### config.mk
export PLATFORM = sky130hd
export DESIGN_NAME = gtd_skid
export DESIGN_NICKNAME = d
export VERILOG_FILES = /design/src/rtl/gtd_skid.sv
export SDC_FILE = /design/constraint.sdc
export NUM_CORES = 1
export LEC_CHECK = 0
export BUFFER_PORTS_ARGS = -buffer_cell sky130_fd_sc_hd__buf_2
export CAP_MARGIN = 10
export CELL_PAD_IN_SITES_DETAIL_PLACEMENT = 0
export CELL_PAD_IN_SITES_GLOBAL_PLACEMENT = 1
export CORE_ASPECT_RATIO = 0.5
export CORE_MARGIN = 1
export CORE_UTILIZATION = 42
export CTS_CLUSTER_DIAMETER = 40
export CTS_CLUSTER_SIZE = 28
export DETAILED_ROUTE_END_ITERATION = 8
export GPL_ROUTABILITY_DRIVEN = 0
export GPL_TIMING_DRIVEN = 1
export PLACE_DENSITY_LB_ADDON = 0.1
export REMOVE_ABC_BUFFERS = 1
export SYNTH_ARGS = -nofsm -noshare
export SYNTH_HDL_FRONTEND = slang
export SYNTH_SLANG_ARGS = --single-unit
export TNS_END_PERCENT = 100
### constraint.sdc
create_clock -name clk -period 3.6 [get_ports clk]
set_input_delay 0.72 -clock clk [delete_from_list [all_inputs] [get_ports clk]]
set_output_delay 0.72 -clock clk [all_outputs]
set_load 0.05 [all_outputs]
### src/rtl/gtd_skid.sv
module gtd_skid #(
  parameter int WIDTH = 17
) (
  input  logic             clk,
  input  logic             rst_n,
  input  logic             s_valid,
  input  logic [WIDTH-1:0] s_data,
  output logic             s_ready,
  output logic             m_valid,
  input  logic             m_ready,
  output logic [WIDTH-1:0] m_data
);

  logic             out_v_r;
  logic             out_v_nxt;
  logic [WIDTH-1:0] out_d_r;
  logic [WIDTH-1:0] out_d_nxt;
  logic             skid_v_r;
  logic             skid_v_nxt;
  logic [WIDTH-1:0] skid_d_r;
  logic [WIDTH-1:0] skid_d_nxt;
  logic             take;

  assign s_ready = !skid_v_r;
  assign take    = s_valid && !skid_v_r;
  assign m_valid = out_v_r;
  assign m_data  = out_d_r;

  always_comb begin
    out_v_nxt  = out_v_r;
    out_d_nxt  = out_d_r;
    skid_v_nxt = skid_v_r;
    skid_d_nxt = skid_d_r;
    if (m_ready || !out_v_r) begin
      // output register free: drain skid first, else take the new beat
      if (skid_v_r) begin
        out_v_nxt  = 1'b1;
        out_d_nxt  = skid_d_r;
        skid_v_nxt = 1'b0;
      end else begin
        out_v_nxt = take;
        out_d_nxt = s_data;
      end
    end else if (take) begin
      skid_v_nxt = 1'b1;
      skid_d_nxt = s_data;
    end
  end

  always_ff @(posedge clk) begin
    if (!rst_n) begin
      out_v_r  <= 1'b0;
      skid_v_r <= 1'b0;
    end else begin
      out_v_r  <= out_v_nxt;
      skid_v_r <= skid_v_nxt;
    end
  end

  always_ff @(posedge clk) begin
    out_d_r  <= out_d_nxt;
    skid_d_r <= skid_d_nxt;
  end

endmodule

==> out/metrics.csv, run 1 <==
metric,value,unit
CTS sink cnt,36,
RSZ-0062 raised after global routing,no,
register bit total from synthesis,36,
Worst Path Max Fanout,20,
adder-cell share of the synthesized area,0,%
Final setup viols,0,
Crit. End Element,output port,
met2 GRT Util,23.4,%
ant diodes,0,
Longest Clk Path Bufs,2,
Inserted Clock Buffers,5,
CP Data Required Time,2880,ps
hold_ws,551,ps
worst hold start,skid_d_r[0],
Peak VDD IR,0.000271,V
die width,83.1,um
Setup Buffers After CTS,0,
htree depth,2,
min cycle time layout,2450,ps
final cycle utilization of the critical path,68.0,%
largest family of logic cells by synthesized area,multiplexers,
nets@finish,128,
row count,14,
drt pass-1 iters,4,
cell count after synthesis,61,
mux share of post-synthesis cell area,18.5,%
Worst Tran Pin Value,1200,ps
GR Util met1,13.1,%
DR WL/cell,13.4,um
die height,42.6,um
design area,1740,sq um
Worst-Skew Late Latency,290,ps
Setup crit start kind,flip-flop,
maxcap violations,0,
Routed Antenna Nets,0,
largest net degree at the start of global routing,21,
leakage,0.693,nW
Worst Setup SP,skid_v_r,
total number of vias,679,
clock root cell,clkbuf_8,
die area,3540,sq um
overall routed net length,1990,um
final core occ,56.7,%
HPWL Detailed,1420,um
CTS tree,built,
Mapped Area,1380,sq um
fin. max-slew vios,0,
hold buffer count at CTS,0,
I/O pins,40,
Critical Path AT,1730,ps
"Seq/Total Area, Yosys",76.7,%
critical path type,flip-flop to output port,
slew margin rel.,19.8,%
post-synthesis simple-gate area fraction,2.35,%
core area,3070,sq um
GRT Total Usage,12.9,%
Synth Area in XOR/XNOR,0,%
busiest layer in global routing,met2,
CTS clock-pin slew for the worst setup and hold paths,70,ps
Post-Syn Area per Cell,22.7,sq um
detailed-route DRC error count,0,
Initial Utilization,45.1,%
vias in the first global route,713,
port bufs,39,
first-pass GRT wire length,3280,um
Layout area overhead,25.6,%
Hold Fails Final Rpt,0,
DRT iter0 DRCs,42,
share of cells above drive strength 1,63.9,%
post-synth cell types,10,
Clock Skews,6.76,ps
Congestion Overflow GR,0,
M3 GR Usage,5.31,%
fmax,0.408,GHz
PostCTS Resize Cnt,0,
total power,0.947,mW
setup_tns,0,ps
Synth Warn #,0,
initial antenna violation count,0,
pwr dens,545,nW/um^2
Synth Area in Compound Gates,0.543,%
reg2reg start,skid_v_r,
dpl cell area,1630,sq um
status,"finished, final reports clean",
Vias/cell,4.59,
Hold Crit Class,flip-flop to flip-flop,
[critical path, cell delays in order (launching register included)]
cell	delay, ps
dfxtp_1	1120
inv_1	70
buf_2	250
[cell usage after synthesis]
cell	instances	area share (%)
dfxtp_1	2	2.9
nor3b_1	1	0.54
buf_6	2	1.6
nor2_2	1	0.45
a21boi_1	1	0.54
nand2b_1	1	0.45
nor3b_2	1	0.90
mux2_4	17	18
inv_1	1	0.27
edfxtp_1	34	74
[state kept, by name, indices dropped and copies added, names as in the netlist]
| register | count |
|---|---|
| skid_v_r | 1 |
| skid_d_r | 17 |
| m_data | 17 |
| m_valid | 1 |
[per-layer routing]
metal	share of wire, %	routed length, um
met1	38	754
met2	55	1090
met3	5.7	113
met4	1.8	36
met5	0	0
[cell type report]
class	instances	area (sq um)
clock buffers	5	68.8
repair buffers	41	210
fillers	234	1330
clock inverters	3	42.5
inverters	1	3.75
flip-flops and latches	36	1060
well taps	40	50.0
multi-input cells	22	300
[final timing paths]
kind,to,cells after the start,slack [ps]
min,m_data[0],1,550
max reg2reg,skid_d_r[10],2,1690
min reg2reg,m_data[0],1,550
max,s_ready,2,1150
[logic make-up after synthesis]
| family | after synthesis |
|---|---|
| multiplexers | 17 |
| AND/OR/NAND/NOR | 4 |
| flip-flops | 36 |
| buffers and inverters | 3 |
| AO/OA/AOI/OAI | 1 |
[through the flow]
stage	setup slack (ps)	instances
after floorplan	553	59
after global placement	1490	140
after detailed placement	1440	140
after CTS	1120	148
after global routing	1050	148
final	1150	148
[power by group]
part	switching [mW]	leakage (nW)	internal, mW	total, mW
registers	0.00673	0.347	0.481	0.488
logic	0.0765	0.292	0.0371	0.114
clock network	0.141	0.0541	0.205	0.346
total	0.224	0.693	0.723	0.947
[cell usage in the layout, fill, tap and decap left out]
cell type,count
a21boi_1,1
nor2_2,1
buf_2,39
inv_1,1
mux2_4,17
buf_4,2
clkinv_2,1
bufinv_16,1
dfxtp_1,2
nand2b_1,1
nor3b_2,2
clkinvlp_4,1
edfxtp_1,34
clkbuf_8,5
No activity file was read; power rests on OpenSTA's default activity.
==> inputs of run 2 (changes only) <==
- clock period: 3.6 -> 2.5 ns (I/O delays scaled with it)
==> out/metrics.csv, run 2 (synthesis results as in run 1) <==
metric,value,unit
clock root cell,clkbuf_8,
fin. max-slew vios,0,
Vias/cell,4.59,
DR WL/cell,13.5,um
r2r worst-path depth,2,
fmax,0.601,GHz
Hold Crit Class,input port to flip-flop,
reg2reg start,skid_v_r,
vias in the first global route,726,
die width,83.1,um
PostCTS Resize Cnt,0,
die area,3540,sq um
CTS sink cnt,36,
worst reg2reg endpoint,m_data[12],
die height,42.6,um
drt pass-1 iters,4,
total power,1.36,mW
Inserted Clock Buffers,5,
first-pass GRT wire length,3270,um
CTS clock-pin slew for the worst setup and hold paths,70,ps
overall routed net length,2010,um
detailed-route DRC error count,0,
final core occ,56.8,%
Worst Setup SP,skid_v_r,
Hold Fails Final Rpt,0,
DRT iter0 DRCs,27,
share of cells above drive strength 1,63.3,%
Worst Path Max Fanout,8,
status,"finished, final reports clean",
largest net degree at the start of global routing,20,
nets@finish,129,
Final setup viols,0,
"commonest non-fill, non-tap cell in the layout",buf_2,
slew margin rel.,70.8,%
ant diodes,0,
pwr dens,779,nW/um^2
CP Data Required Time,2000,ps
busiest layer in global routing,met2,
GR Util met1,13.1,%
Worst-Skew Late Latency,280,ps
port bufs,39,
Initial Utilization,45.1,%
Layout area overhead,25.9,%
Worst Tran Pin Value,438,ps
leakage,0.700,nW
flop-to-flop setup slack,970,ps
hold_ws,407,ps
htree depth,2,
CP endpoint,s_ready,
Congestion Overflow GR,0,
Setup Buffers After CTS,0,
dpl cell area,1630,sq um
Peak VDD IR,0.000330,V
RSZ-0062 raised after global routing,no,
Crit. End Element,output port,
Setup crit start kind,flip-flop,
CTS tree,built,
met2 GRT Util,23.4,%
core area,3070,sq um
maxcap violations,0,
most frequent cells in the layout,"buf_2, edfxtp_1, mux2_4",
setup_tns,0,ps
hold buffer count at CTS,0,
Clock Skews,4.32,ps
total number of vias,684,
GRT Total Usage,13.0,%
design area,1740,sq um
min cycle time layout,1660,ps
I/O pins,40,
HPWL Detailed,1440,um
Longest Clk Path Bufs,2,
Critical Path AT,1160,ps
final cycle utilization of the critical path,66.5,%
row count,14,
M3 GR Usage,6.69,%
Routed Antenna Nets,0,
critical path type,flip-flop to output port,
initial antenna violation count,0,
[run 2: cell types whose count changed in the layout (fill, tap and decap cells not counted)]
| cell | change |
|---|---|
| buf_4 | +1 |
| clkinvlp_4 | -1 |
| clkbuf_1 | +1 |
[run 2: how the worst min path moves through the flow]
stage	startpoint	endpoint	slack [ps]	cells past startpoint
6_report	s_data[2]	skid_d_r[2]	410	1
5_1_grt	s_data[2]	skid_d_r[2]	390	1
4_1_cts	s_data[2]	skid_d_r[2]	400	1
3_5_place_dp	skid_d_r[10]	m_data[10]	540	1
3_3_place_gp	skid_d_r[13]	m_data[13]	530	1
2_1_floorplan	skid_d_r[0]	m_data[0]	530	1
[run 2: final cells by class]
cell class | instances | area, sq um
Inverter | 1 | 3.75
Timing Repair Buffer | 42 | 218
Tap cell | 40 | 50.0
Fill cell | 245 | 1330
Sequential cell | 36 | 1060
Clock inverter | 2 | 35.0
Clock buffer | 6 | 72.6
Multi-Input combinational cell | 22 | 300
[run 2: power breakdown]
group          switching, mW  total [mW]  internal, mW
sequential           0.00752       0.700         0.693
combinational          0.112       0.165        0.0532
clock                  0.194       0.490         0.296
[run 2: per-layer routing]
metal	share of wire, %	vias to the layer above
met1	39	333
met2	55	17
met4	0.90	0
li1	-	331
met5	0	-
met3	5.5	3
[run 2: per-stage QoR]
step | std cells | setup WS (ps)
2_1_floorplan | 59 | -497
5_1_grt | 149 | 760
3_3_place_gp | 141 | 1010
4_1_cts | 149 | 819
3_5_place_dp | 141 | 961
6_report | 149 | 837
[run 2: critical path: stages, from the launching register on]
cell and delay [ps]:
dfxtp_1 590, inv_1 70, buf_2 220
